[config.mk]
export PLATFORM = sky130hd
export DESIGN_NAME = center_crop_resize_address_gen_core
export DESIGN_NICKNAME = d
export VERILOG_FILES = /design/src/hdl/ccrag_pkg.sv /design/src/hdl/ccrag_div.sv /design/src/hdl/ccrag_dpath.sv /design/src/hdl/ccrag_ctrl.sv /design/src/hdl/center_crop_resize_address_gen_core.sv
export SDC_FILE = /design/constraint.sdc
export NUM_CORES = 2
export LEC_CHECK = 0
export BUFFER_PORTS_ARGS = -buffer_cell sky130_fd_sc_hd__buf_2
export CORE_UTILIZATION = 45
export CTS_BUF_LIST = sky130_fd_sc_hd__clkbuf_8
export DETAILED_ROUTE_END_ITERATION = 16
export PLACE_DENSITY = 0.69
export SLEW_MARGIN = 40
export SYNTH_ARGS = -nofsm -noshare
export SYNTH_HDL_FRONTEND = slang
export SYNTH_SLANG_ARGS = --single-unit
[constraint.sdc]
create_clock -name clock -period 10.43 [get_ports clock]
set_clock_uncertainty 0.2 [all_clocks]
set_input_delay 0.5215 -clock clock [delete_from_list [all_inputs] [get_ports clock]]
set_output_delay 0.5215 -clock clock [all_outputs]
set_load 0.1 [all_outputs]
[src/hdl/ccrag_pkg.sv]
// Shared types and constants for the center-crop resize address generator.
package ccrag_pkg;

   localparam int unsigned DIM_W      = 11;
   localparam int unsigned CHAN_W     = 3;
   localparam int unsigned ADDR_W     = 22;
   localparam int unsigned FRAC_W     = 16;
   localparam int unsigned SCALE_W    = DIM_W + FRAC_W;
   localparam int unsigned CROP_W     = 10;
   localparam int unsigned PROD_W     = SCALE_W + DIM_W;
   localparam int unsigned STATUS_W   = 3;
   localparam int unsigned CSR_IDX_W  = 3;
   localparam int unsigned CSR_DATA_W = 22;

   localparam logic [CHAN_W-1:0] RAW_PLANES = 3'd3;

   localparam logic [STATUS_W-1:0] STATUS_OK        = 3'd0;
   localparam logic [STATUS_W-1:0] STATUS_BAD_RAW   = 3'd1;
   localparam logic [STATUS_W-1:0] STATUS_BAD_OUT   = 3'd2;
   localparam logic [STATUS_W-1:0] STATUS_DST_SMALL = 3'd3;
   localparam logic [STATUS_W-1:0] STATUS_RAW_SMALL = 3'd4;

   localparam logic [CSR_IDX_W-1:0] REG_RAW_WIDTH    = 3'd0;
   localparam logic [CSR_IDX_W-1:0] REG_RAW_HEIGHT   = 3'd1;
   localparam logic [CSR_IDX_W-1:0] REG_RAW_CHANNELS = 3'd2;
   localparam logic [CSR_IDX_W-1:0] REG_RAW_SIZE     = 3'd3;
   localparam logic [CSR_IDX_W-1:0] REG_OUT_WIDTH    = 3'd4;
   localparam logic [CSR_IDX_W-1:0] REG_OUT_HEIGHT   = 3'd5;
   localparam logic [CSR_IDX_W-1:0] REG_OUT_CAPACITY = 3'd6;
   localparam logic [CSR_IDX_W-1:0] REG_BGR_ORDER    = 3'd7;

   typedef struct packed {
      logic [DIM_W-1:0]  raw_width;
      logic [DIM_W-1:0]  raw_height;
      logic [CHAN_W-1:0] raw_channels;
      logic [ADDR_W-1:0] raw_size_bytes;
      logic [DIM_W-1:0]  out_width;
      logic [DIM_W-1:0]  out_height;
      logic [ADDR_W-1:0] out_capacity_bytes;
      logic              bgr_order;
   } cfg_type;

   localparam cfg_type CFG_RESET = '{
      raw_width:          11'd320,
      raw_height:         11'd240,
      raw_channels:       3'd3,
      raw_size_bytes:     22'd230400,
      out_width:          11'd160,
      out_height:         11'd160,
      out_capacity_bytes: 22'd76800,
      bgr_order:          1'b1
   };

   typedef enum logic [4:0] {
      OP_NOP,
      OP_CHK_OUT,
      OP_CHK_RAW,
      OP_CHK_END,
      OP_ERR_OUT,
      OP_DIV_W,
      OP_DIV_H,
      OP_SCALE,
      OP_CROP_X,
      OP_CROP_Y,
      OP_FRAME_START,
      OP_PIX_X,
      OP_PIX_Y,
      OP_PIX_S,
      OP_PIX_SR,
      OP_PIX_P,
      OP_PIX_OUT
   } dp_op_type;

   typedef struct packed {
      logic [STATUS_W-1:0] status;
      logic                running;
      logic                div_busy;
   } dp_stat_type;

endpackage

[src/hdl/ccrag_div.sv]
// Restoring divider that produces one quotient bit per cycle for the scale ratio.
module ccrag_div (
   input  logic                            clock,
   input  logic                            reset,
   input  logic                            start,
   input  logic [ccrag_pkg::SCALE_W-1:0]   dividend,
   input  logic [ccrag_pkg::DIM_W-1:0]     divisor,
   output logic                            busy,
   output logic [ccrag_pkg::SCALE_W-1:0]   quotient
);

   localparam int unsigned QW  = ccrag_pkg::SCALE_W;
   localparam int unsigned DW  = ccrag_pkg::DIM_W;
   localparam int unsigned CNT_W = $clog2(QW + 1);

   logic [QW-1:0]    quo_ff, quo_in;
   logic [DW-1:0]    rem_ff, rem_in;
   logic [DW-1:0]    dvs_ff, dvs_in;
   logic [CNT_W-1:0] cnt_ff, cnt_in;
   logic             busy_ff, busy_in;
   logic [DW:0]      trial;
   logic [DW:0]      diff;

   always_comb begin
      trial   = {rem_ff, quo_ff[QW-1]};
      diff    = trial - {1'b0, dvs_ff};
      quo_in  = quo_ff;
      rem_in  = rem_ff;
      dvs_in  = dvs_ff;
      cnt_in  = cnt_ff;
      busy_in = busy_ff;
      if (start) begin
         quo_in  = dividend;
         rem_in  = '0;
         dvs_in  = divisor;
         cnt_in  = CNT_W'(QW);
         busy_in = 1'b1;
      end else if (busy_ff) begin
         if (trial >= {1'b0, dvs_ff}) begin
            rem_in = diff[DW-1:0];
            quo_in = {quo_ff[QW-2:0], 1'b1};
         end else begin
            rem_in = trial[DW-1:0];
            quo_in = {quo_ff[QW-2:0], 1'b0};
         end
         cnt_in  = cnt_ff - 1'b1;
         busy_in = (cnt_ff != CNT_W'(1));
      end
   end

   always_ff @(posedge clock) begin
      if (reset) begin
         busy_ff <= 1'b0;
         cnt_ff  <= '0;
      end else begin
         busy_ff <= busy_in;
         cnt_ff  <= cnt_in;
      end
   end

   always_ff @(posedge clock) begin
      quo_ff <= quo_in;
      rem_ff <= rem_in;
      dvs_ff <= dvs_in;
   end

   assign busy     = busy_ff;
   assign quotient = quo_ff;

endmodule

[src/hdl/ccrag_dpath.sv]
// Datapath: configuration checks, scale and crop registers, pixel counters and result register.
module ccrag_dpath #(
   parameter int unsigned MAX_DIM = 1024
) (
   input  logic                              clock,
   input  logic                              reset,
   input  ccrag_pkg::cfg_type                cfg,
   input  ccrag_pkg::dp_op_type              op,
   output ccrag_pkg::dp_stat_type            stat,
   output logic [ccrag_pkg::STATUS_W-1:0]    rsp_status,
   output logic [ccrag_pkg::ADDR_W-1:0]      rsp_src_addr_byte0,
   output logic [ccrag_pkg::ADDR_W-1:0]      rsp_src_addr_byte1,
   output logic [ccrag_pkg::ADDR_W-1:0]      rsp_src_addr_byte2,
   output logic [ccrag_pkg::ADDR_W-1:0]      rsp_dst_offset,
   output logic                              rsp_last
);

   localparam int unsigned DW   = ccrag_pkg::DIM_W;
   localparam int unsigned AW   = ccrag_pkg::ADDR_W;
   localparam int unsigned SW   = ccrag_pkg::SCALE_W;
   localparam int unsigned FW   = ccrag_pkg::FRAC_W;
   localparam int unsigned CW   = ccrag_pkg::CROP_W;
   localparam int unsigned PW   = ccrag_pkg::PROD_W;
   localparam int unsigned SUM_W = PW - FW + 1;
   localparam int unsigned A3_W = AW + 2;

   function automatic logic [AW-1:0] clamp_coord(input logic [CW-1:0] org,
                                                 input logic [PW-1:0] p,
                                                 input logic [DW-1:0] dim);
      logic [SUM_W-1:0] full;
      full = SUM_W'(org) + SUM_W'(p[PW-1:FW]);
      if (dim != '0 && full >= SUM_W'(dim)) begin
         return AW'(dim - 1'b1);
      end
      return AW'(full);
   endfunction

   function automatic logic [CW-1:0] crop_origin(input logic [DW-1:0] dim,
                                                 input logic [DW-1:0] used);
      logic [DW-1:0] diff;
      diff = dim - used;
      return CW'(diff >> 1);
   endfunction

   function automatic logic [A3_W-1:0] times3(input logic [AW-1:0] v);
      return A3_W'(v) + A3_W'({v, 1'b0});
   endfunction

   logic [PW-1:0] prod_ff, prod_in;
   logic          out_fit_ff, out_fit_in;
   logic          raw_fit_ff, raw_fit_in;
   logic [SW-1:0] sw_ff, sw_in;
   logic [SW-1:0] scale_ff, scale_in;
   logic [CW-1:0] crop_x0_ff, crop_x0_in;
   logic [CW-1:0] crop_y0_ff, crop_y0_in;
   logic [DW-1:0] col_ff, col_in;
   logic [DW-1:0] row_ff, row_in;
   logic          running_ff, running_in;
   logic [AW-1:0] sx_ff, sx_in;
   logic [AW-1:0] sy_ff, sy_in;
   logic [AW-1:0] s_ff, s_in;
   logic [AW-1:0] dst_ff, dst_in;

   logic [ccrag_pkg::STATUS_W-1:0] status_ff, status_in;
   logic [AW-1:0] byte0_ff, byte0_in;
   logic [AW-1:0] byte1_ff, byte1_in;
   logic [AW-1:0] byte2_ff, byte2_in;
   logic [AW-1:0] dofs_ff, dofs_in;
   logic          last_ff, last_in;

   logic [SW-1:0] mul_a;
   logic [DW-1:0] mul_b;
   logic          mul_en;
   logic          div_start;
   logic [SW-1:0] div_dividend;
   logic [DW-1:0] div_divisor;
   logic          div_busy;
   logic [SW-1:0] div_quo;
   logic [ccrag_pkg::STATUS_W-1:0] cfg_status;
   logic [AW-1:0] plane;
   logic [AW-1:0] addr_mid;
   logic [AW-1:0] addr_far;
   logic [AW-1:0] dst_base;
   logic          col_end;
   logic          row_end;

   ccrag_div u_div (
      .clock    (clock),
      .reset    (reset),
      .start    (div_start),
      .dividend (div_dividend),
      .divisor  (div_divisor),
      .busy     (div_busy),
      .quotient (div_quo)
   );

   always_comb begin
      if (cfg.raw_channels != ccrag_pkg::RAW_PLANES || cfg.raw_width == '0 ||
          cfg.raw_height == '0) begin
         cfg_status = ccrag_pkg::STATUS_BAD_RAW;
      end else if (cfg.out_width == '0 || cfg.out_height == '0 ||
                   32'(cfg.out_width) > MAX_DIM || 32'(cfg.out_height) > MAX_DIM) begin
         cfg_status = ccrag_pkg::STATUS_BAD_OUT;
      end else if (!out_fit_ff) begin
         cfg_status = ccrag_pkg::STATUS_DST_SMALL;
      end else if (!raw_fit_ff) begin
         cfg_status = ccrag_pkg::STATUS_RAW_SMALL;
      end else begin
         cfg_status = ccrag_pkg::STATUS_OK;
      end
   end

   always_comb begin
      mul_a  = '0;
      mul_b  = '0;
      mul_en = 1'b1;
      case (op)
         ccrag_pkg::OP_CHK_OUT: begin
            mul_a = SW'(cfg.out_width);
            mul_b = cfg.out_height;
         end
         ccrag_pkg::OP_CHK_RAW, ccrag_pkg::OP_PIX_P: begin
            mul_a = SW'(cfg.raw_width);
            mul_b = cfg.raw_height;
         end
         ccrag_pkg::OP_CROP_X: begin
            mul_a = scale_ff;
            mul_b = cfg.out_width;
         end
         ccrag_pkg::OP_CROP_Y: begin
            mul_a = scale_ff;
            mul_b = cfg.out_height;
         end
         ccrag_pkg::OP_PIX_X: begin
            mul_a = scale_ff;
            mul_b = col_ff;
         end
         ccrag_pkg::OP_PIX_Y: begin
            mul_a = scale_ff;
            mul_b = row_ff;
         end
         ccrag_pkg::OP_PIX_S: begin
            mul_a = SW'(cfg.out_width);
            mul_b = row_ff;
         end
         ccrag_pkg::OP_PIX_SR: begin
            mul_a = SW'(sy_ff);
            mul_b = cfg.raw_width;
         end
         default: mul_en = 1'b0;
      endcase
   end

   assign prod_in = mul_en ? (PW'(mul_a) * PW'(mul_b)) : prod_ff;

   assign div_start    = (op == ccrag_pkg::OP_DIV_W) || (op == ccrag_pkg::OP_DIV_H);
   assign div_dividend = (op == ccrag_pkg::OP_DIV_W) ? {cfg.raw_width, {FW{1'b0}}}
                                                     : {cfg.raw_height, {FW{1'b0}}};
   assign div_divisor  = (op == ccrag_pkg::OP_DIV_W) ? cfg.out_width : cfg.out_height;

   assign plane    = prod_ff[AW-1:0];
   assign addr_mid = plane + s_ff;
   assign addr_far = {plane[AW-2:0], 1'b0} + s_ff;
   assign dst_base = prod_ff[AW-1:0] + AW'(col_ff);
   assign col_end  = ({1'b0, col_ff} + 1'b1) >= {1'b0, cfg.out_width};
   assign row_end  = ({1'b0, row_ff} + 1'b1) >= {1'b0, cfg.out_height};

   always_comb begin
      out_fit_in = out_fit_ff;
      raw_fit_in = raw_fit_ff;
      sw_in      = sw_ff;
      scale_in   = scale_ff;
      crop_x0_in = crop_x0_ff;
      crop_y0_in = crop_y0_ff;
      col_in     = col_ff;
      row_in     = row_ff;
      running_in = running_ff;
      sx_in      = sx_ff;
      sy_in      = sy_ff;
      s_in       = s_ff;
      dst_in     = dst_ff;
      status_in  = status_ff;
      byte0_in   = byte0_ff;
      byte1_in   = byte1_ff;
      byte2_in   = byte2_ff;
      dofs_in    = dofs_ff;
      last_in    = last_ff;
      case (op)
         ccrag_pkg::OP_CHK_RAW: begin
            out_fit_in = A3_W'(cfg.out_capacity_bytes) >= times3(prod_ff[AW-1:0]);
         end
         ccrag_pkg::OP_CHK_END: begin
            raw_fit_in = A3_W'(cfg.raw_size_bytes) >= times3(prod_ff[AW-1:0]);
         end
         ccrag_pkg::OP_ERR_OUT: begin
            running_in = 1'b0;
            status_in  = cfg_status;
            byte0_in   = '0;
            byte1_in   = '0;
            byte2_in   = '0;
            dofs_in    = '0;
            last_in    = 1'b1;
         end
         ccrag_pkg::OP_DIV_W: begin
            running_in = 1'b0;
         end
         ccrag_pkg::OP_DIV_H: begin
            sw_in = div_quo;
         end
         ccrag_pkg::OP_SCALE: begin
            scale_in = (div_quo < sw_ff) ? div_quo : sw_ff;
         end
         ccrag_pkg::OP_CROP_Y: begin
            crop_x0_in = crop_origin(cfg.raw_width, prod_ff[SW-1:FW]);
         end
         ccrag_pkg::OP_FRAME_START: begin
            crop_y0_in = crop_origin(cfg.raw_height, prod_ff[SW-1:FW]);
            col_in     = '0;
            row_in     = '0;
            running_in = 1'b1;
         end
         ccrag_pkg::OP_PIX_Y: begin
            sx_in = clamp_coord(crop_x0_ff, prod_ff, cfg.raw_width);
         end
         ccrag_pkg::OP_PIX_S: begin
            sy_in = clamp_coord(crop_y0_ff, prod_ff, cfg.raw_height);
         end
         ccrag_pkg::OP_PIX_SR: begin
            dst_in = AW'(times3(dst_base));
         end
         ccrag_pkg::OP_PIX_P: begin
            s_in = prod_ff[AW-1:0] + sx_ff;
         end
         ccrag_pkg::OP_PIX_OUT: begin
            status_in = ccrag_pkg::STATUS_OK;
            byte0_in  = cfg.bgr_order ? s_ff : addr_far;
            byte1_in  = addr_mid;
            byte2_in  = cfg.bgr_order ? addr_far : s_ff;
            dofs_in   = dst_ff;
            last_in   = 1'b0;
            if (col_end) begin
               col_in = '0;
               if (row_end) begin
                  row_in     = '0;
                  running_in = 1'b0;
                  last_in    = 1'b1;
               end else begin
                  row_in = row_ff + 1'b1;
               end
            end else begin
               col_in = col_ff + 1'b1;
            end
         end
         default: begin
         end
      endcase
   end

   always_ff @(posedge clock) begin
      if (reset) begin
         running_ff <= 1'b0;
         col_ff     <= '0;
         row_ff     <= '0;
         scale_ff   <= '0;
         crop_x0_ff <= '0;
         crop_y0_ff <= '0;
      end else begin
         running_ff <= running_in;
         col_ff     <= col_in;
         row_ff     <= row_in;
         scale_ff   <= scale_in;
         crop_x0_ff <= crop_x0_in;
         crop_y0_ff <= crop_y0_in;
      end
   end

   always_ff @(posedge clock) begin
      prod_ff    <= prod_in;
      out_fit_ff <= out_fit_in;
      raw_fit_ff <= raw_fit_in;
      sw_ff      <= sw_in;
      sx_ff      <= sx_in;
      sy_ff      <= sy_in;
      s_ff       <= s_in;
      dst_ff     <= dst_in;
      status_ff  <= status_in;
      byte0_ff   <= byte0_in;
      byte1_ff   <= byte1_in;
      byte2_ff   <= byte2_in;
      dofs_ff    <= dofs_in;
      last_ff    <= last_in;
   end

   assign stat.status   = cfg_status;
   assign stat.running  = running_ff;
   assign stat.div_busy = div_busy;

   assign rsp_status         = status_ff;
   assign rsp_src_addr_byte0 = byte0_ff;
   assign rsp_src_addr_byte1 = byte1_ff;
   assign rsp_src_addr_byte2 = byte2_ff;
   assign rsp_dst_offset     = dofs_ff;
   assign rsp_last           = last_ff;

endmodule

[src/hdl/ccrag_ctrl.sv]
// Controller state machine that sequences frame setup and per-pixel address steps.
module ccrag_ctrl (
   input  logic                    clock,
   input  logic                    reset,
   input  logic                    req_valid,
   input  logic                    req_restart,
   output logic                    req_ready,
   output logic                    rsp_valid,
   input  logic                    rsp_ready,
   input  ccrag_pkg::dp_stat_type  stat,
   output ccrag_pkg::dp_op_type    op
);

   typedef enum logic [4:0] {
      S_IDLE,
      S_CHK_OUT,
      S_CHK_RAW,
      S_CHK_END,
      S_DECIDE,
      S_ERR_OUT,
      S_DIV_W,
      S_WAIT_W,
      S_DIV_H,
      S_WAIT_H,
      S_SCALE,
      S_CROP_X,
      S_CROP_Y,
      S_START,
      S_PIX_X,
      S_PIX_Y,
      S_PIX_S,
      S_PIX_SR,
      S_PIX_P,
      S_PIX_OUT
   } state_type;

   state_type state_ff, state_in;
   logic      rsp_valid_ff, rsp_valid_in;
   logic      slot_free;

   assign slot_free = !rsp_valid_ff || rsp_ready;

   always_comb begin
      state_in     = state_ff;
      op           = ccrag_pkg::OP_NOP;
      rsp_valid_in = rsp_valid_ff && !rsp_ready;
      unique case (state_ff)
         S_IDLE: begin
            if (req_valid) begin
               state_in = (req_restart || !stat.running) ? S_CHK_OUT : S_PIX_X;
            end
         end
         S_CHK_OUT: begin
            op       = ccrag_pkg::OP_CHK_OUT;
            state_in = S_CHK_RAW;
         end
         S_CHK_RAW: begin
            op       = ccrag_pkg::OP_CHK_RAW;
            state_in = S_CHK_END;
         end
         S_CHK_END: begin
            op       = ccrag_pkg::OP_CHK_END;
            state_in = S_DECIDE;
         end
         S_DECIDE: begin
            state_in = (stat.status == ccrag_pkg::STATUS_OK) ? S_DIV_W : S_ERR_OUT;
         end
         S_ERR_OUT: begin
            if (slot_free) begin
               op           = ccrag_pkg::OP_ERR_OUT;
               rsp_valid_in = 1'b1;
               state_in     = S_IDLE;
            end
         end
         S_DIV_W: begin
            op       = ccrag_pkg::OP_DIV_W;
            state_in = S_WAIT_W;
         end
         S_WAIT_W: begin
            if (!stat.div_busy) begin
               state_in = S_DIV_H;
            end
         end
         S_DIV_H: begin
            op       = ccrag_pkg::OP_DIV_H;
            state_in = S_WAIT_H;
         end
         S_WAIT_H: begin
            if (!stat.div_busy) begin
               state_in = S_SCALE;
            end
         end
         S_SCALE: begin
            op       = ccrag_pkg::OP_SCALE;
            state_in = S_CROP_X;
         end
         S_CROP_X: begin
            op       = ccrag_pkg::OP_CROP_X;
            state_in = S_CROP_Y;
         end
         S_CROP_Y: begin
            op       = ccrag_pkg::OP_CROP_Y;
            state_in = S_START;
         end
         S_START: begin
            op       = ccrag_pkg::OP_FRAME_START;
            state_in = S_PIX_X;
         end
         S_PIX_X: begin
            op       = ccrag_pkg::OP_PIX_X;
            state_in = S_PIX_Y;
         end
         S_PIX_Y: begin
            op       = ccrag_pkg::OP_PIX_Y;
            state_in = S_PIX_S;
         end
         S_PIX_S: begin
            op       = ccrag_pkg::OP_PIX_S;
            state_in = S_PIX_SR;
         end
         S_PIX_SR: begin
            op       = ccrag_pkg::OP_PIX_SR;
            state_in = S_PIX_P;
         end
         S_PIX_P: begin
            op       = ccrag_pkg::OP_PIX_P;
            state_in = S_PIX_OUT;
         end
         S_PIX_OUT: begin
            if (slot_free) begin
               op           = ccrag_pkg::OP_PIX_OUT;
               rsp_valid_in = 1'b1;
               state_in     = S_IDLE;
            end
         end
         default: state_in = S_IDLE;
      endcase
   end

   always_ff @(posedge clock) begin
      if (reset) begin
         state_ff     <= S_IDLE;
         rsp_valid_ff <= 1'b0;
      end else begin
         state_ff     <= state_in;
         rsp_valid_ff <= rsp_valid_in;
      end
   end

   assign req_ready = (state_ff == S_IDLE);
   assign rsp_valid = rsp_valid_ff;

endmodule

[src/hdl/center_crop_resize_address_gen_core.sv]
// Top level of the center-crop nearest-neighbor resize read-address generator.
// Each request transfer yields one response transfer holding the three source byte
// addresses of the next packed output pixel, its destination offset and a last flag,
// or an error status with zero addresses and offset. One item is processed at a time.
// A pixel of a running frame passes through steps that share one 27x11 multiplier,
// then an output step that waits for a free response slot. The first pixel of a
// frame (restart, or any request with no frame running) first goes through the
// configuration check and the two scale ratios, which use a serial divider at one
// quotient bit per cycle; a configuration error skips the divider. The request side
// is ready again while an earlier response still waits to be taken.
module center_crop_resize_address_gen_core #(
   parameter int unsigned MAX_DIM = 1024
) (
   input  logic                                 clock,
   input  logic                                 reset,
   input  logic                                 csr_wr_en,
   input  logic [ccrag_pkg::CSR_IDX_W-1:0]      csr_index,
   input  logic [ccrag_pkg::CSR_DATA_W-1:0]     csr_wdata,
   input  logic                                 req_valid,
   output logic                                 req_ready,
   input  logic                                 req_restart,
   output logic                                 rsp_valid,
   input  logic                                 rsp_ready,
   output logic [ccrag_pkg::STATUS_W-1:0]       rsp_status,
   output logic [ccrag_pkg::ADDR_W-1:0]         rsp_src_addr_byte0,
   output logic [ccrag_pkg::ADDR_W-1:0]         rsp_src_addr_byte1,
   output logic [ccrag_pkg::ADDR_W-1:0]         rsp_src_addr_byte2,
   output logic [ccrag_pkg::ADDR_W-1:0]         rsp_dst_offset,
   output logic                                 rsp_last
);

   ccrag_pkg::cfg_type     cfg_ff, cfg_in;
   ccrag_pkg::dp_op_type   op;
   ccrag_pkg::dp_stat_type stat;

   always_comb begin
      cfg_in = cfg_ff;
      if (csr_wr_en) begin
         unique case (csr_index)
            ccrag_pkg::REG_RAW_WIDTH:
               cfg_in.raw_width = csr_wdata[ccrag_pkg::DIM_W-1:0];
            ccrag_pkg::REG_RAW_HEIGHT:
               cfg_in.raw_height = csr_wdata[ccrag_pkg::DIM_W-1:0];
            ccrag_pkg::REG_RAW_CHANNELS:
               cfg_in.raw_channels = csr_wdata[ccrag_pkg::CHAN_W-1:0];
            ccrag_pkg::REG_RAW_SIZE:
               cfg_in.raw_size_bytes = csr_wdata[ccrag_pkg::ADDR_W-1:0];
            ccrag_pkg::REG_OUT_WIDTH:
               cfg_in.out_width = csr_wdata[ccrag_pkg::DIM_W-1:0];
            ccrag_pkg::REG_OUT_HEIGHT:
               cfg_in.out_height = csr_wdata[ccrag_pkg::DIM_W-1:0];
            ccrag_pkg::REG_OUT_CAPACITY:
               cfg_in.out_capacity_bytes = csr_wdata[ccrag_pkg::ADDR_W-1:0];
            ccrag_pkg::REG_BGR_ORDER:
               cfg_in.bgr_order = csr_wdata[0];
            default: cfg_in = cfg_ff;
         endcase
      end
   end

   always_ff @(posedge clock) begin
      if (reset) begin
         cfg_ff <= ccrag_pkg::CFG_RESET;
      end else begin
         cfg_ff <= cfg_in;
      end
   end

   ccrag_ctrl u_ctrl (
      .clock       (clock),
      .reset       (reset),
      .req_valid   (req_valid),
      .req_restart (req_restart),
      .req_ready   (req_ready),
      .rsp_valid   (rsp_valid),
      .rsp_ready   (rsp_ready),
      .stat        (stat),
      .op          (op)
   );

   ccrag_dpath #(
      .MAX_DIM (MAX_DIM)
   ) u_dpath (
      .clock              (clock),
      .reset              (reset),
      .cfg                (cfg_ff),
      .op                 (op),
      .stat               (stat),
      .rsp_status         (rsp_status),
      .rsp_src_addr_byte0 (rsp_src_addr_byte0),
      .rsp_src_addr_byte1 (rsp_src_addr_byte1),
      .rsp_src_addr_byte2 (rsp_src_addr_byte2),
      .rsp_dst_offset     (rsp_dst_offset),
      .rsp_last           (rsp_last)
   );

`ifndef SYNTHESIS
   a_err_is_last: assert property (@(posedge clock) disable iff (reset)
      rsp_valid && rsp_status != ccrag_pkg::STATUS_OK |-> rsp_last && rsp_dst_offset == '0)
      else $error("error response without last flag or with nonzero offset");

   a_one_in_flight: assert property (@(posedge clock) disable iff (reset)
      req_valid && req_ready |=> !req_ready)
      else $error("request taken while an item is still in work");

   a_status_range: assert property (@(posedge clock) disable iff (reset)
      rsp_valid |-> rsp_status <= ccrag_pkg::STATUS_RAW_SMALL)
      else $error("response status code out of range");
`endif

endmodule
==> results by group <==
Timing
  • Slew HR: 42.8%
  • RSZ-0062 raised after global routing: no
  • Fin crit period: 8.73 ns
  • Setup TNS: 0 ns
  • Final setup fails: 0
  • Fin. Hold Viols: 0
  • Setup WS post-layout: 1.70 ns
  • Worst Tran Pin Value: 0.854 ns
  • F_max: between 100 and 150 MHz
  • Fin. max-slew vios: 0
  • Worst hold margin: 0.117 ns
  • Fin crit share: 83.7%

Logic synthesis
  • Top FF cell, synth: edfxtp_1
  • Most common cell in the synthesized netlist: nand2_1
  • Largest area contributor in the netlist: edfxtp_1
  • Syn Area/Cell: 9.14 um^2
  • Syn_nets: about 5k
  • YS warnings: 0
  • Synth Instances: 4277
  • Post-synth top cells: 514 x nand2_1, 417 x inv_1, 375 x nor2_1
  • FFs w/ async S/R, synth: 0%
  • Post-synth EDFFs: 284
  • Seq/Total Area, Yosys: 31.3%
  • Flip-flop and latch count after synthesis: 469
  • Top cells by area, synth: edfxtp_1 22%, fa_1 12%, ha_1 12%
  • Synth cell types: 90
  • Top-area cell type share of the netlist area: between 20% and 30%
  • Post-Syn Area: 39100 um^2

Die
  • Die Area: just under 90000 um^2
  • Die H: 297 um
  • Row cnt: 107
  • Core Region: 85500 um^2
  • Die Wd: slightly below 300 um
  • Starting Density: 45.7%
  • IO Pins: roughly 130

GRT
  • Total track usage: a little over a quarter
  • Vias in the first global route: 31.7k
  • First-pass GRT wire length: 180000 um
  • Met2 usage: 43.3%
  • Pin count of the biggest net entering global routing: 79
  • Top Usage Layer GRT: met2
  • GRT Residual Overflow: 0
  • Grt met1 use: 32.9%
  • Initial antenna violation count: 3
  • Grt met3 use: 4.34%

CTS
  • Clk pin slew, worst setup/hold paths: 0.07 ns
  • H-tree lvl count: 3
  • Skew-Pair Late Insertion Delay: 0.72 ns
  • Max Root-Sink Buffers: 3
  • CTS tree: built
  • Total setup buffers inserted after CTS: 0
  • CTS sink count: 469
  • Root buffer cell: clkbuf_8
  • CTS Buf Count: 85

Critical path
  • CP Data Required Time: 10.69 ns
  • Startpoint types: register
  • Setup CP Type: reg2reg
  • CP Capture Type: register
  • Crit-path max FO: 25
  • Arrival time at the worst endpoint: around 9.0 ns
  • Worst R2R Start: u_ctrl.state_ff[4]$_SDFFE_PP0P_
  • CP startpoint: u_ctrl.state_ff[4]$_SDFFE_PP0P_

Drt
  • Vias: 32.1k
  • Via density: 5.70
  • Wirelength, routed: 115000 um
  • Post-route ant nets: 0
  • Violation count after the first detailed-route iteration: 2436
  • Drt pass-1 iters: 6
  • Drt drc: 0
  • DR WL/cell: 20.4 um

Place
  • Placer Congestion: 0.951
  • Dpl ws: 1.61 ns
  • PortBufs: 124
  • HPWL after detailed placement: 88400 um

Cells and area
  • Nets: 5039
  • Area growth syn-to-layout: 10.6%
  • Seq. cell area: 12200 um^2
  • Area of the multi-input gates: 24800 um^2
  • Post-layout util: 50.5%
  • Share of cells above drive strength 1: 8.92%
  • Fillcell total: roughly 8.0k

Min path
  • Worst Hold Class: in2reg
  • HP Start: csr_index[1]

Run status
  • Status: completed

Power
  • Pwr dens: about 200 nW/um^2
  • LEAKAGE: 18.6 nW
  • Maximum vdd drop: 0.000129 V
  • Overall Power: 8.79 mW

Flow run
  • Max cap viols: 0
## sequential cells by signal, indices dropped and copies added (netlist names), 27 cells and up
| name | count |
|---|---|
| u_dpath.u_div.quotient | 27 |
| u_dpath.prod_ff | 38 |
| cfg_ff | 92 |
| u_dpath.scale_ff | 27 |
| u_dpath.sw_ff | 27 |
## worst paths after layout
kind                                         to  slack (ns)  cells after the start
setup / recovery  u_dpath.prod_ff[33]$_DFFE_PP_        1.70                     25
hold / removal          cfg_ff[44]$_SDFFE_PP0P_        0.12                      4
setup reg to reg  u_dpath.prod_ff[33]$_DFFE_PP_        1.70                     25
hold reg to reg         cfg_ff[45]$_SDFFE_PP0P_        0.26                      2
## where the power goes
part / total [mW] / leakage, nW / internal, mW / switching [mW]
combinational: 4.32 / 13.4 / 1.71 / 2.61
clock: 1.88 / 1.02 / 1.01 / 0.869
sequential: 2.59 / 4.25 / 2.23 / 0.361
total: 8.79 / 18.6 / 4.96 / 3.84
## worst max-delay path, stage by stage (launching register included)
cell and delay (ns):
dfxtp_2 0.62, nand2b_1 0.31, or3_1 0.29, o21ai_1 0.10
buf_4 0.22, a22oi_1 0.64, nand3_2 0.62, nand2_1 0.25
fa_1 0.46, fa_1 0.52, inv_1 0.05, fa_1 0.47
fa_1 0.55, inv_1 0.05, fa_1 0.53, inv_1 0.04
ha_1 0.32, inv_1 0.07, o21ba_2 0.21, a211o_1 0.30
and2_1 0.21, o311ai_2 0.56, a2111oi_2 0.17, o31ai_1 0.40
a21oi_1 0.15, xnor2_1 0.13
## routing by layer
metal	wire, um	up-vias
li1	-	15200
met1	47500	15400
met2	53700	1139
met3	8020	292
met4	5650	2
met5	13	-
## placed cells by master (no fill, tap or decap), drive strengths merged, types with 16 or more instances in the layout
master,count
nor4,21
dlygate4sd3,23
and3,28
a31oi,27
inv,445
edfxtp,284
o21a,35
a22o,24
dfxtp,185
mux2i,86
a21o,87
clkinv,25
clkbuf,101
nand3,86
ha,360
and2,63
fa,235
o21ai,162
nor3,63
o211ai,28
xnor2,137
nor3b,16
a211oi,66
or3,25
nand2b,62
buf,182
o21bai,18
xor2,80
a21oi,298
nand4,30
nor2b,48
a22oi,42
nand2,514
nor2,377
a221o,16
a221oi,16
## timing repair
action / CTS / global route
endpoints found under the setup margin: 0 / 0
resized for setup: 0 / 0
hold buffers: 23 / 0
endpoints found under the hold margin: 81 / 0
## kinds of logic (layout without fill, tap and decap cells)
family                   Yosys count  in the layout  share of synthesized area [%]
AND/OR/NAND/NOR                 1368           1368                           16.0
AO/OA/AOI/OAI                    951            951                           16.0
adder cells (fa/ha/maj)          595            595                           23.6
buffers and inverters            576            782                           5.61
flip-flops                       469            469                           31.3
XOR/XNOR                         218            218                           4.94
multiplexers                     100            100                           2.60
other                              0              1                              0
## area by class of cell
cell class                      count  share of cell area [%]
Inverter                          420                    3.65
Multi-Input combinational cell   3232                    57.5
Clock buffer                      101                    3.22
Clock inverter                     56                   0.961
Sequential cell                   469                    28.3
Timing Repair Buffer              205                    3.09
Tap cell                         1144                    3.31
Antenna cell                        1                 0.00579
## stage by stage
stage / instances / instance area, um^2
final: 5628 / 43200
after global routing: 5628 / 43200
after CTS: 5627 / 43200
after detailed placement: 5447 / 41200
after global placement: 5441 / 41000
after floorplan: 4277 / 39100
(Power assumes the default switching activity.)
